### src/pxr_pkg.sv
package pxr_pkg;

  localparam int CNT_W = 5;

  typedef struct packed {
    logic [15:0] proposal_number;
    logic [63:0] proposed_value;
  } req_t;

  typedef struct packed {
    logic        chosen;
    logic [2:0]  promise_votes;
    logic [2:0]  accept_votes;
    logic [63:0] agreed_value;
    logic        took_prior_value;
  } res_t;

  typedef enum logic {
    PH_PREP = 1'b0,
    PH_ACC  = 1'b1
  } phase_t;

  typedef struct packed {
    logic             valid;
    phase_t           phase;
    logic             have_prior;
    logic [CNT_W-1:0] count;
  } ctl_t;

  function automatic logic [2:0] sat3(input logic [CNT_W-1:0] n);
    sat3 = (n > CNT_W'(7)) ? 3'd7 : n[2:0];
  endfunction

endpackage

### src/paxos_round_over_acceptors.sv
// One Paxos round over a row of acceptor cells per command.
// A command beat is taken when start is high and busy is low; request carries
// the proposal number and the proposer's value. busy stays high until the
// round is over. The result beat is marked by strobe, high for exactly one cycle;
// the receiver cannot stall it and strobe is never held.
// The round sends a prepare beat down the row of ACCEPTORS cells, one cell
// per cycle, each cell promising if the number beats its last promise and handing on the best prior value so far.
// If a strict majority promised, an accept beat walks the row the same way.
// With a majority, strobe rises once the prepare beat and then the accept
// beat have passed the row; without one, once the prepare beat alone has.
// A new command may be given in the cycle that strobe is high,
// so rounds can run back to back.
// Reset clears every acceptor to nothing promised and nothing accepted,
// drops busy and strobe, and abandons any round in flight.
module paxos_round_over_acceptors
  import pxr_pkg::*;
#(
  parameter int ACCEPTORS   = 5,
  parameter int VALUE_BITS  = 64,
  parameter int NUMBER_BITS = 16
) (
  input  logic clk,
  input  logic rst,
  input  logic start,
  output logic busy,
  input  req_t request,
  output logic strobe,
  output res_t result
);

  localparam logic [CNT_W-1:0] MAJ = CNT_W'(ACCEPTORS / 2);

  typedef enum logic [2:0] {
    ST_IDLE = 3'b001,
    ST_PREP = 3'b010,
    ST_ACC  = 3'b100
  } state_t;

  state_t state;
  state_t state_next;

  ctl_t                   link_ctl  [0:ACCEPTORS];
  logic [NUMBER_BITS-1:0] link_best [0:ACCEPTORS];
  logic [VALUE_BITS-1:0]  link_val  [0:ACCEPTORS];

  ctl_t                   head_ctl;
  ctl_t                   head_ctl_next;
  logic                   strobe_next;
  logic [VALUE_BITS-1:0]  head_val;
  logic [NUMBER_BITS-1:0] number;
  logic [2:0]             promises;
  logic                   prior;
  logic [31:0]            num_ext;
  ctl_t                   tail;
  logic                   majority;

  assign num_ext      = 32'(request.proposal_number);
  assign link_ctl[0]  = head_ctl;
  assign link_best[0] = '0;
  assign link_val[0]  = head_val;
  assign tail         = link_ctl[ACCEPTORS];
  assign majority     = tail.count > MAJ;
  assign busy         = (state != ST_IDLE);

  for (genvar i = 0; i < ACCEPTORS; i++) begin : g_cell
    pxr_cell #(
      .NUMBER_BITS(NUMBER_BITS),
      .VALUE_BITS (VALUE_BITS)
    ) u_cell (
      .clk     (clk),
      .rst     (rst),
      .number  (number),
      .ctl_in  (link_ctl[i]),
      .best_in (link_best[i]),
      .val_in  (link_val[i]),
      .ctl_out (link_ctl[i+1]),
      .best_out(link_best[i+1]),
      .val_out (link_val[i+1])
    );
  end

  always_comb begin
    state_next    = state;
    head_ctl_next = '0;
    strobe_next   = 1'b0;
    unique case (state)
      ST_IDLE: begin
        if (start) begin
          head_ctl_next = '{valid: 1'b1, phase: PH_PREP, have_prior: 1'b0, count: '0};
          state_next    = ST_PREP;
        end
      end
      ST_PREP: begin
        if (tail.valid) begin
          if (majority) begin
            head_ctl_next = '{valid: 1'b1, phase: PH_ACC, have_prior: 1'b0, count: '0};
            state_next    = ST_ACC;
          end else begin
            strobe_next = 1'b1;
            state_next  = ST_IDLE;
          end
        end
      end
      ST_ACC: begin
        if (tail.valid) begin
          strobe_next = 1'b1;
          state_next  = ST_IDLE;
        end
      end
      default: begin
        state_next = ST_IDLE;
      end
    endcase
  end

  always_ff @(posedge clk) begin
    if (rst) begin
      state    <= ST_IDLE;
      head_ctl <= '0;
      strobe   <= 1'b0;
    end else begin
      state    <= state_next;
      head_ctl <= head_ctl_next;
      strobe   <= strobe_next;
    end
  end

  always_ff @(posedge clk) begin
    if ((state == ST_IDLE) && start) begin
      number   <= num_ext[NUMBER_BITS-1:0];
      head_val <= request.proposed_value[VALUE_BITS-1:0];
    end
    if ((state == ST_PREP) && tail.valid) begin
      promises <= sat3(tail.count);
      prior    <= tail.have_prior;
      head_val <= link_val[ACCEPTORS];
      if (!majority) begin
        result <= '{chosen: 1'b0, promise_votes: sat3(tail.count), accept_votes: 3'd0,
                    agreed_value: 64'd0, took_prior_value: 1'b0};
      end
    end
    if ((state == ST_ACC) && tail.valid) begin
      result <= '{chosen: majority, promise_votes: promises, accept_votes: sat3(tail.count),
                  agreed_value: 64'(link_val[ACCEPTORS]), took_prior_value: prior};
    end
  end

  a_strobe_after_round: assert property (@(posedge clk) disable iff (rst)
    strobe |-> $past(state != ST_IDLE))
    else $error("result beat without a round in progress");

  a_tail_while_busy: assert property (@(posedge clk) disable iff (rst)
    tail.valid |-> (state != ST_IDLE))
    else $error("row beat arrived while idle");

  a_start_busy: assert property (@(posedge clk) disable iff (rst)
    (start && !busy) |=> busy)
    else $error("accepted command did not raise busy");

  a_chosen_votes: assert property (@(posedge clk) disable iff (rst)
    (strobe && result.chosen) |-> (result.promise_votes != 3'd0 &&
                                   result.accept_votes != 3'd0))
    else $error("chosen without votes");

endmodule

### src/pxr_cell.sv
module pxr_cell
  import pxr_pkg::*;
#(
  parameter int NUMBER_BITS = 16,
  parameter int VALUE_BITS  = 64
) (
  input  logic                   clk,
  input  logic                   rst,
  input  logic [NUMBER_BITS-1:0] number,
  input  ctl_t                   ctl_in,
  input  logic [NUMBER_BITS-1:0] best_in,
  input  logic [VALUE_BITS-1:0]  val_in,
  output ctl_t                   ctl_out,
  output logic [NUMBER_BITS-1:0] best_out,
  output logic [VALUE_BITS-1:0]  val_out
);

  logic                   prom_set;
  logic [NUMBER_BITS-1:0] prom;
  logic [NUMBER_BITS-1:0] acc_num;
  logic                   value_valid;
  logic [VALUE_BITS-1:0]  token;

  logic promise;
  logic better;
  logic accept;

  ctl_t                   ctl_out_next;
  logic [NUMBER_BITS-1:0] best_out_next;
  logic [VALUE_BITS-1:0]  val_out_next;

  always_comb begin
    promise = ctl_in.valid && (ctl_in.phase == PH_PREP) && (!prom_set || (number > prom));
    better  = promise && value_valid && (!ctl_in.have_prior || (acc_num > best_in));
    accept  = ctl_in.valid && (ctl_in.phase == PH_ACC) && (!prom_set || (prom <= number));
    ctl_out_next = ctl_in;
    if (promise || accept) begin
      ctl_out_next.count = ctl_in.count + CNT_W'(1);
    end
    if (better) begin
      ctl_out_next.have_prior = 1'b1;
    end
    best_out_next = better ? acc_num : best_in;
    val_out_next  = better ? token : val_in;
  end

  always_ff @(posedge clk) begin
    if (rst) begin
      ctl_out     <= '0;
      prom_set    <= 1'b0;
      value_valid <= 1'b0;
    end else begin
      ctl_out <= ctl_out_next;
      if (promise || accept) begin
        prom_set <= 1'b1;
      end
      if (accept) begin
        value_valid <= 1'b1;
      end
    end
  end

  always_ff @(posedge clk) begin
    best_out <= best_out_next;
    val_out  <= val_out_next;
    if (promise || accept) begin
      prom <= number;
    end
    if (accept) begin
      acc_num <= number;
      token   <= val_in;
    end
  end

endmodule

### config.mk
export PLATFORM = sky130hd
export DESIGN_NAME = paxos_round_over_acceptors
export DESIGN_NICKNAME = d
export VERILOG_FILES = /design/src/pxr_pkg.sv /design/src/paxos_round_over_acceptors.sv /design/src/pxr_cell.sv
export SDC_FILE = /design/constraint.sdc
export NUM_CORES = 1
export LEC_CHECK = 0
export BUFFER_PORTS_ARGS = -buffer_cell sky130_fd_sc_hd__clkbuf_2
export CAP_MARGIN = 5
export CORE_MARGIN = 4
export CORE_UTILIZATION = 66
export DETAILED_ROUTE_END_ITERATION = 6
export GPL_ROUTABILITY_DRIVEN = 0
export PLACE_DENSITY = 0.84
export SLEW_MARGIN = 20
export SYNTH_ARGS = -nofsm -noshare
export SYNTH_HDL_FRONTEND = slang
export SYNTH_HIERARCHICAL = 1
export SYNTH_SLANG_ARGS = --single-unit
### constraint.sdc
create_clock -name clk -period 21.3 [get_ports clk]
set_clock_uncertainty 0.1 [all_clocks]
set_input_delay 0 -clock clk [delete_from_list [all_inputs] [get_ports clk]]
set_output_delay 0 -clock clk [all_outputs]
set_load 0.03 [all_outputs]
==> results of run 1 <==
[through the flow]
stage | hold slack, ps | util [%] | total power [mW] | std cells | setup WS [ps]
6_report | 90.2 | 77.1 | 4.34 | 3662 | 16590
5_1_grt | 83.8 | 77.1 | 4.46 | 3661 | 16360
4_1_cts | 50.8 | 77.0 | 4.34 | 3660 | 16620
3_5_place_dp | 78.3 | 69.6 | 2.53 | 3370 | 16710
3_3_place_gp | 75.4 | 69.6 | 2.51 | 3368 | 16830
2_1_floorplan | -30.9 | - | 2.46 | 2486 | 13200
[state kept, by name, indices dropped and copies added, names as in the netlist]
name / cells
g_cell.u_cell/ctl_out: 39
g_cell.u_cell/prom: 80
strobe: 1
state: 3
g_cell.u_cell/acc_num: 80
result: 72
head_ctl: 2
g_cell.u_cell/value_valid: 5
g_cell.u_cell/val_out: 320
g_cell.u_cell/token: 320
head_val: 64
promises: 3
g_cell.u_cell/prom_set: 5
g_cell.u_cell/best_out: 64
number: 16
prior: 1
[power breakdown]
group / total [mW] / leakage (nW) / internal, mW / switching [mW]
clock network: 1.82 / 1.64 / 1.04 / 0.788
registers: 2.34 / 9.31 / 2.28 / 0.0566
logic: 0.173 / 6.49 / 0.0914 / 0.0820
total: 4.34 / 17.4 / 3.41 / 0.927
[worst max-delay path by stage]
stage / depth (start not counted) / to / slack, ps
6_report: 10 / g_cell[3].u_cell/val_out[21]$_DFF_P_ / 16590
5_1_grt: 10 / g_cell[3].u_cell/val_out[19]$_DFF_P_ / 16360
4_1_cts: 10 / g_cell[3].u_cell/val_out[21]$_DFF_P_ / 16620
3_5_place_dp: 10 / g_cell[3].u_cell/val_out[42]$_DFF_P_ / 16710
3_3_place_gp: 10 / g_cell[3].u_cell/val_out[44]$_DFF_P_ / 16830
2_1_floorplan: 7 / g_cell[0].u_cell/acc_num[0]$_DFFE_PP_ / 13200
[cell type report]
cell class,instances,share of cell area [%]
inverter,180,1.49
multi-input combinational,1168,23.4
tap,773,2.13
clock buffer,148,6.37
timing repair buffer,274,4.31
sequential,1075,61.3
clock inverter,43,1.04
antenna,1,0.00550
[per-layer routing]
| layer | GRT usage [%] | vias to the layer above |
|---|---|---|
| li1 | - | 9593 |
| met1 | 34.4 | 10900 |
| met2 | 46.3 | 784 |
| met3 | 4.78 | 217 |
| met4 | 11.2 | 0 |
| met5 | 0 | - |
[critical path: cells and delay by family (launching register included)]
| kind | cells | cell delay (ps) |
|---|---|---|
| muxes | 1 | 440 |
| and+or+nand+nor | 4 | 1480 |
| AOI/OAI and AO/OA | 2 | 540 |
| buffers and inverters | 2 | 840 |
| adders and majority gates | 1 | 320 |
| DFF | 1 | 830 |
==> flow_summary_export.csv, run 1 <==
group,metric,value,unit
status,status,"completed",
layout,area_growth,15.6,%
layout,layout.nets,3048,
logic_synthesis,syn_area,39300,µm²
worst_setup_path,worst-endpoint-required,21740,ps
routing,routedLengthMet1,34.3,mm
routing,avgViaCountPerCell,5.87,
placed_design,portBuffers,156,
pwr,ir_worst_vdd,0.0000822,V
flow_run,max_cap_viol_count,0,
routing,route.top_layer_used,"met4",
worst_setup_path,critical_path_class,"flip-flop to flip-flop",
sta,timing.max_slew.rel_slack,25.0,%
routing,dr_wl_met3,4.80,mm
grt,grt_max_degree,68,
worst_setup_path,r2r_cell_count,10,
cts,post_cts_hold_buffer_count,99,
layout,layout_common_cells,"edfxtp_1 (636), dfxtp_1 (439), mux2_2 (371)",
placed_design,place_area,41100,µm²
floorplanning,floorplan.initialDensity,66.7,%
routing,drc,0,
logic_synthesis,avgSynthCellArea,16.1,µm²
placed_design,detailedPlacementHpwl,47.7,mm
pwr,p_per_area,95.3,nW/µm²
cts,post_cts.resized_instances,0,
worst_setup_path,path_cells,"inv_1, ha_1, nand4_1, nor4_1, a21boi_0, o41ai_2, and2_1, nand4_4, buf_4, mux2_2",
grt,groute.usage.overall,27.0,%
cts,postCtsSetupBuffers,0,
sta,max_slew_vio_count,0,
cts,clk_pin_slew,70,ps
layout,multi_input_gate_area,10600,µm²
floorplanning,floorplan.rows,89,
cts,numCtsBuffers,101,
worst_setup_path,crit-reg2reg-launch,"number[6]$_DFFE_PP_",
logic_synthesis,cell_count_after_synthesis,2437,
sta,timing.final.setup_violations,0,
sta,finalCritPeriodShare,22.1,%
cts,clock-root-buffer,"clkbuf_16",
cts,sinks_on_clock_net,1075,
grt,grt_remaining_overflow,0,
sta,max_freq,212,MHz
routing,wirelength,85.5,mm
hold_path,worstHoldPathType,"input pin to flip-flop",
layout,seqCellArea,27900,µm²
grt,grt_antenna_before_repair,3,
routing,routed-wl-met2,42.7,mm
routing,drt-initial-drc-count,1716,
floorplanning,fp.dieW,252,µm
cts,insertion_delay,670,ps
hold_path,hold_path_depth,3,
worst_setup_path,critical_path.reg2reg.endpoint,"g_cell[3].u_cell/val_out[21]$_DFF_P_",
grt,first_global_vias,23300,
worst_setup_path,setup_slack_reg_to_reg,16590,ps
grt,grt_pass1_wl,132,mm
floorplanning,core_footprint,59000,µm²
sta,finalHoldViolations,0,
worst_setup_path,startpoint,"number[6]$_DFFE_PP_",
layout,post_route_cells_drive_above_1_share,26.7,%
sta,clock_period_minus_final_worst_setup_slack,4710,ps
cts,tritoncts,"yes",
floorplanning,die_h,252,µm
worst_setup_path,crit_path_top_delay_cell,"edfxtp_1",
sta,grt_setup_unrepaired,"no",
hold_path,end_of_the_worst_hold_path,"head_val[34]$_DFFE_PP_",
worst_setup_path,critical_path_arrival,5150,ps
hold_path,hold_path_startpoint,"request[34]",
routing,wl_per_cell,23.4,µm
sta,actual_transition_at_the_worst_max_transition_pin,1120,ps
floorplanning,floorplan.io_pins,157,
layout,filler_cell_count,3106,
layout,mostFrequentLayoutCell,"edfxtp_1",
cts,cts.htree.levels,3,
worst_setup_path,worst_setup_path_end_kind,"flip-flop",
logic_synthesis,synth_warnings,6,
routing,detailroute.via_count,21500,
worst_setup_path,critical_path_peak_fanout,46,
pwr,leakagePower,17.4,nW
cts,max_buffers_root_to_sink,3,
worst_setup_path,critical_path.startpoint_type,"flip-flop",
routing,firstDrtPassIters,5,
layout,cell_area_after_layout,45500,µm²
floorplanning,floorplan.die_area,63600,µm²
routing,route.antenna.remaining_nets,0,
worst_setup_path,timing.critical_path.slowest_cell_delay,830,ps
sta,setup_tns,0,ps
Power figures use the tool's default switching activity.
==> inputs of run 2 (changes only) <==
- CORE_UTILIZATION: 66 -> 61
- PLACE_DENSITY: 0.84 -> 0.79
- clock period: 21.3 -> 4.6 ns (I/O delays scaled with it)
==> run 2 against run 1 <==
Global-route usage shrank 3.6 points. Largest power group unchanged. Routed wire length shrank 6.2%. Combinational power grew to 4.7 times the previous value. Setup slack lost 16000 ps. Sequential share of layout area shrank 0.44 points. Sequential cell count is the same. Maximum frequency grew 14%. Final area grew 0.72%. Die area grew 7.9%.
==> flow_summary_export.csv, run 2 (synthesis results as in run 1) <==
group,metric,value,unit
status,status,"completed",
cts,clk_pin_slew,60,ps
grt,grt_remaining_overflow,0,
worst_setup_path,crit_path_top_delay_cell,"edfxtp_1",
pwr,power.clock.fraction,41.6,%
sta,clock_period_minus_final_worst_setup_slack,4140,ps
cts,numCtsBuffers,100,
pwr,p_seq_share,54.3,%
worst_setup_path,worst_setup_path_end_kind,"flip-flop",
worst_setup_path,r2r_cell_count,10,
worst_setup_path,worst-endpoint-required,5030,ps
layout,layout_common_cells,"edfxtp_1 (636), dfxtp_1 (439), mux2_2 (371)",
layout,diodes,0,
worst_setup_path,critical_path_class,"flip-flop to flip-flop",
cts,clock-root-buffer,"clkbuf_16",
cts,tritoncts,"yes",
cts,max_buffers_root_to_sink,3,
flow_run,max_cap_viol_count,0,
cts,insertion_delay,660,ps
pwr,ir_worst_vdd,0.000310,V
worst_setup_path,timing.critical_path.slowest_cell_delay,660,ps
sta,timing.final.setup_violations,0,
layout,post_route_cells_drive_above_1_share,27.4,%
layout,top_regs,"g_cell.u_cell/token: 320 flops, g_cell.u_cell/val_out: 320 flops",
sta,grt_setup_unrepaired,"no",
floorplanning,floorplan.die_area,68600,µm²
pwr,sw_frac_of_total,20.7,%
grt,grt_antenna_before_repair,2,
routing,drc,0,
layout,filler_cell_count,3779,
hold_path,worstHoldPathType,"input pin to flip-flop",
sta,max_freq,242,MHz
layout,area_growth,16.5,%
worst_setup_path,critical_path_peak_fanout,32,
sta,final.hold.worst_slack,102,ps
layout,post-route-util,72.2,%
pwr,switchingPower,4.11,mW
pwr,cell_internal_pwr,15.8,mW
worst_setup_path,path_cells,"inv_1, ha_1, nand4_1, nor3_1, or3_1, o41ai_2, and2_1, nand4_4, buf_12, mux2_1",
routing,firstDrtPassIters,5,
floorplanning,fp.dieW,262,µm
cts,cts.htree.levels,3,
floorplanning,floorplan.initialDensity,62.0,%
floorplanning,floorplan.rows,92,
routing,wirelength,80.3,mm
sta,actual_transition_at_the_worst_max_transition_pin,863,ps
sta,finalCritPeriodShare,89.9,%
pwr,leakagePower,17.6,nW
hold_path,hold_path_depth,3,
pwr,post-layout-total-power,19.9,mW
grt,groute.usage.overall,23.5,%
placed_design,portBuffers,156,
sta,setup_tns,0,ps
sta,timing.max_slew.rel_slack,42.3,%
routing,avgViaCountPerCell,5.56,
routing,route.antenna.remaining_nets,0,
sta,finalHoldViolations,0,
grt,grt_pass1_wl,124,mm
worst_setup_path,critical_path_arrival,4570,ps
pwr,p_comb_share,4.1,%
worst_setup_path,critical_path.startpoint_type,"flip-flop",
sta,max_slew_vio_count,0,
placed_design,detailedPlacementHpwl,48.0,mm
cts,sinks_on_clock_net,1075,
layout,layout.nets,3068,
routing,drt-initial-drc-count,1581,
layout,mostFrequentLayoutCell,"edfxtp_1",
grt,first_global_vias,22200,
cts,post_cts.resized_instances,0,
floorplanning,core_footprint,63400,µm²
routing,detailroute.via_count,20900,
floorplanning,die_h,262,µm
floorplanning,floorplan.io_pins,157,
routing,wl_per_cell,21.4,µm
grt,grt_max_degree,82,
pwr,p_per_area,434,nW/µm²
-- run 2: through the flow --
stage | area (µm²) | cells | setup slack [ps]
2_1_floorplan | 39500 | 2486 | 233
3_3_place_gp | 41500 | 3465 | 717
3_5_place_dp | 41500 | 3465 | 572
4_1_cts | 45800 | 3751 | 499
5_1_grt | 45800 | 3751 | 264
6_report | 45800 | 3751 | 463
-- run 2: critical path: cells and delay by family (launching register included) --
family,cells,cell delay [ps]
compound gates,1,440
fa+ha+maj,1,340
buf+inv,2,600
flops,1,660
mux,1,330
simple gates,5,1530
-- run 2: what timing repair did --
action                    in CTS  in global routing
setup buffers                  0                  0
hold buffers                  99                  0
hold endpoints to repair     142                  0
-- run 2: worst paths after layout --
kind	from	endpoint	slack, ps
min	request[7]	head_val[7]$_DFFE_PP_	100
max	number[13]$_DFFE_PP_	g_cell[2].u_cell/val_out[0]$_DFF_P_	460
max reg2reg	number[13]$_DFFE_PP_	g_cell[2].u_cell/val_out[0]$_DFF_P_	460
min reg2reg	g_cell[4].u_cell/ctl_out[5]$_SDFF_PP0_	prior$_DFFE_PP_	310
-- run 2: cell type report --
type | instances | area (µm²) | share of cell area [%]
Tap cell | 846 | 1060 | 2.31
Clock inverter | 49 | 463 | 1.01
Clock buffer | 138 | 2870 | 6.26
Timing Repair Buffer | 295 | 2230 | 4.88
Sequential cell | 1075 | 27900 | 60.9
Inverter | 180 | 676 | 1.47
Multi-Input combinational cell | 1168 | 10600 | 23.2
-- run 2: routing by layer --
| metal | part of all wire [%] | GRT usage (%) |
|---|---|---|
| met2 | 49 | 40.0 |
| met3 | 4.8 | 3.86 |
| met4 | 2.8 | 7.17 |
| met1 | 43 | 31.3 |
| met5 | 0.0087 | 0 |
-- run 2: power groups by stage --
| stage | logic, mW | registers [mW] | clock network (mW) |
|---|---|---|---|
| detailed placement | 0.714 | 11.0 | 0 |
| global route | 0.895 | 10.8 | 8.82 |
| floorplan | 0.499 | 10.9 | 0 |
| CTS | 0.802 | 10.8 | 8.38 |
| global placement | 0.673 | 11.0 | 0 |
| finish | 0.806 | 10.8 | 8.27 |
==> inputs of run 3 (changes only) <==
--- a/config.mk
+++ b/config.mk
@@ -13,4 +13,5 @@
 export GPL_ROUTABILITY_DRIVEN = 0
 export PLACE_DENSITY = 0.79
+export RECOVER_POWER = 100
 export SLEW_MARGIN = 20
 export SYNTH_ARGS = -nofsm -noshare
==> constraint.sdc (replaced) <==
create_clock -name clk -period 4.6 [get_ports clk]
set_clock_uncertainty 0.1 [all_clocks]
set_input_delay 0 -clock clk [delete_from_list [all_inputs] [get_ports clk]]
set_output_delay 0 -clock clk [all_outputs]
set_load 0.005 [all_outputs]
==> run 3 against run 2 <==
Clock-buffer cell count is the same. Critical path depth unchanged. Maximum frequency down 3.6%. Sequential cell count unchanged. Non-clock buffer count unchanged. Clock power barely moved. Total power shrank 0.20%. The flow now finishes with violations (capacitance limit, slew limit).
==> flow_summary_export.csv, run 3 (synthesis results as in run 1) <==
group,metric,value,unit
grt,grt_remaining_overflow,0,
sta,actual_transition_at_the_worst_max_transition_pin,3260,ps
pwr,p_seq_share,54.5,%
sta,grt_setup_unrepaired,"no",
worst_setup_path,crit-reg2reg-launch,"number[15]$_DFFE_PP_",
pwr,cell_internal_pwr,15.7,mW
floorplanning,floorplan.initialDensity,62.0,%
worst_setup_path,worst-endpoint-required,5020,ps
hold_path,hold_path_depth,3,
hold_path,hold_path_startpoint,"request[46]",
grt,grt_pass1_wl,124,mm
routing,dr_wl_met3,4.16,mm
flow_run,max_cap_viol_count,6,
worst_setup_path,critical_path_class,"flip-flop to flip-flop",
layout,top_regs,"g_cell.u_cell/token: 320 flops, g_cell.u_cell/val_out: 320 flops",
routing,wirelength,80.2,mm
grt,grt_antenna_before_repair,2,
layout,post_route_cells_drive_above_1_share,22.5,%
cts,clock-root-buffer,"clkbuf_16",
worst_setup_path,critical_path_peak_fanout,80,
cts,clk_pin_slew,60,ps
worst_setup_path,critical_path.startpoint_type,"flip-flop",
cts,numCtsBuffers,100,
placed_design,portBuffers,156,
floorplanning,floorplan.rows,92,
routing,wl_per_cell,21.4,µm
sta,timing.final.setup_violations,0,
sta,timing.max_slew.rel_slack,-117,%
layout,post-route-util,71.6,%
floorplanning,floorplan.die_area,68600,µm²
sta,finalHoldViolations,0,
pwr,sw_frac_of_total,20.7,%
cts,insertion_delay,650,ps
hold_path,worstHoldPathType,"input pin to flip-flop",
grt,first_global_vias,22200,
status,violations,"capacitance limit, slew limit",
worst_setup_path,r2r_cell_count,10,
status,status,"finished, violations left",
routing,route.antenna.remaining_nets,0,
grt,grt_max_degree,82,
grt,groute.usage.overall,23.5,%
layout,layout.nets,3068,
sta,finalCritPeriodShare,93.3,%
routing,firstDrtPassIters,6,
worst_setup_path,startpoint,"number[15]$_DFFE_PP_",
layout,filler_cell_count,3922,
routing,routed-wl-met2,39.7,mm
worst_setup_path,path_cells,"clkbuf_1, inv_1, ha_1, nand4_1, nor4_1, o21ai_1, a41oi_1, nor3_4, buf_8, mux2_1",
pwr,p_per_area,437,nW/µm²
routing,avgViaCountPerCell,5.56,
layout,layout_common_cells,"edfxtp_1 (636), dfxtp_1 (439), mux2_2 (358)",
pwr,leakagePower,17.1,nW
floorplanning,floorplan.io_pins,157,
cts,post_cts.resized_instances,0,
pwr,power.clock.fraction,41.6,%
worst_setup_path,crit_path_top_delay_cell,"nor4_1",
pwr,switchingPower,4.10,mW
sta,max_slew_vio_count,261,
layout,mostFrequentLayoutCell,"edfxtp_1",
routing,route.top_layer_used,"met5",
routing,drc,0,
cts,sinks_on_clock_net,1075,
layout,diodes,0,
floorplanning,die_h,262,µm
sta,max_freq,233,MHz
sta,clock_period_minus_final_worst_setup_slack,4290,ps
placed_design,detailedPlacementHpwl,48.0,mm
layout,area_growth,15.4,%
pwr,ir_worst_vdd,0.000306,V
sta,setup_tns,0,ps
cts,tritoncts,"yes",
worst_setup_path,worst_setup_path_end_kind,"flip-flop",
cts,max_buffers_root_to_sink,3,
routing,routedLengthMet1,34.1,mm
worst_setup_path,critical_path_arrival,4710,ps
worst_setup_path,timing.critical_path.slowest_cell_delay,630,ps
pwr,p_comb_share,3.9,%
floorplanning,fp.dieW,262,µm
routing,detailroute.via_count,20800,
routing,drt-initial-drc-count,1608,
worst_setup_path,setup_slack_reg_to_reg,310,ps
cts,cts.htree.levels,3,
floorplanning,core_footprint,63400,µm²
==> run 3: cell types whose count changed in the layout (fill, tap and decap cells not counted), moves of 5 or more <==
cell | previous run | this run
mux2_2 | 371 | 358
buf_12 | 13 | 8
and2_1 | 70 | 14
and2_0 | 3 | 59
clkbuf_1 | 20 | 103
buf_4 | 27 | 4
clkbuf_2 | 156 | 95
mux2_4 | 43 | 3
mux2_1 | 41 | 94
==> run 3: power groups by stage <==
stage | combinational (mW) | clock, mW | sequential, mW
after floorplan | 0.496 | 0 | 10.9
after global placement | 0.670 | 0 | 11.0
after detailed placement | 0.711 | 0 | 11.0
after CTS | 0.798 | 8.38 | 10.8
after global routing | 0.865 | 8.82 | 10.8
final | 0.775 | 8.26 | 10.8
==> run 3: metrics by stage <==
step	hold WS, ps	area, µm²	cells	setup slack [ps]	total power [mW]
CTS	61.4	45800	3751	499	20.0
floorplan	-30.9	39500	2486	233	11.4
global route	76.1	45400	3751	134	20.5
finish	89.7	45400	3751	309	19.8
global placement	77.0	41500	3465	717	11.6
detailed placement	78.6	41500	3465	572	11.7
==> run 3: layout make-up <==
cell class | count | area (µm²) | share of cell area [%]
clock inverter | 49 | 463 | 1.02
multi-input combinational | 1168 | 10400 | 23.0
clock buffer | 138 | 2870 | 6.32
timing repair buffer | 295 | 2030 | 4.47
tap | 846 | 1060 | 2.33
sequential | 1075 | 27900 | 61.4
inverter | 180 | 676 | 1.49
==> run 3: critical path: cells and delay by family (launching register included) <==
| family | cells | cell delay (ps) |
|---|---|---|
| compound gates | 2 | 800 |
| mux | 1 | 450 |
| buf+inv | 3 | 960 |
| simple gates | 3 | 910 |
| fa+ha+maj | 1 | 340 |
| flops | 1 | 550 |
==> run 3: worst paths after layout <==
kind | endpoint
hold / removal | head_val[46]$_DFFE_PP_
hold reg to reg | prior$_DFFE_PP_
setup reg to reg | g_cell[0].u_cell/val_out[2]$_DFF_P_
setup / recovery | g_cell[0].u_cell/val_out[2]$_DFF_P_
==> run 3: routing by layer <==
layer	track usage, %	vias up
met4	7.17	2
met2	40.0	547
met3	3.86	158
met5	0	-
li1	-	9609
met1	31.3	10500
==> run 3: what timing repair did <==
action / in CTS / in global routing
endpoints found under the setup margin: 0 / 0
hold endpoints to repair: 142 / 0
buffers inserted: 0 / 0
hold buffers: 99 / 0
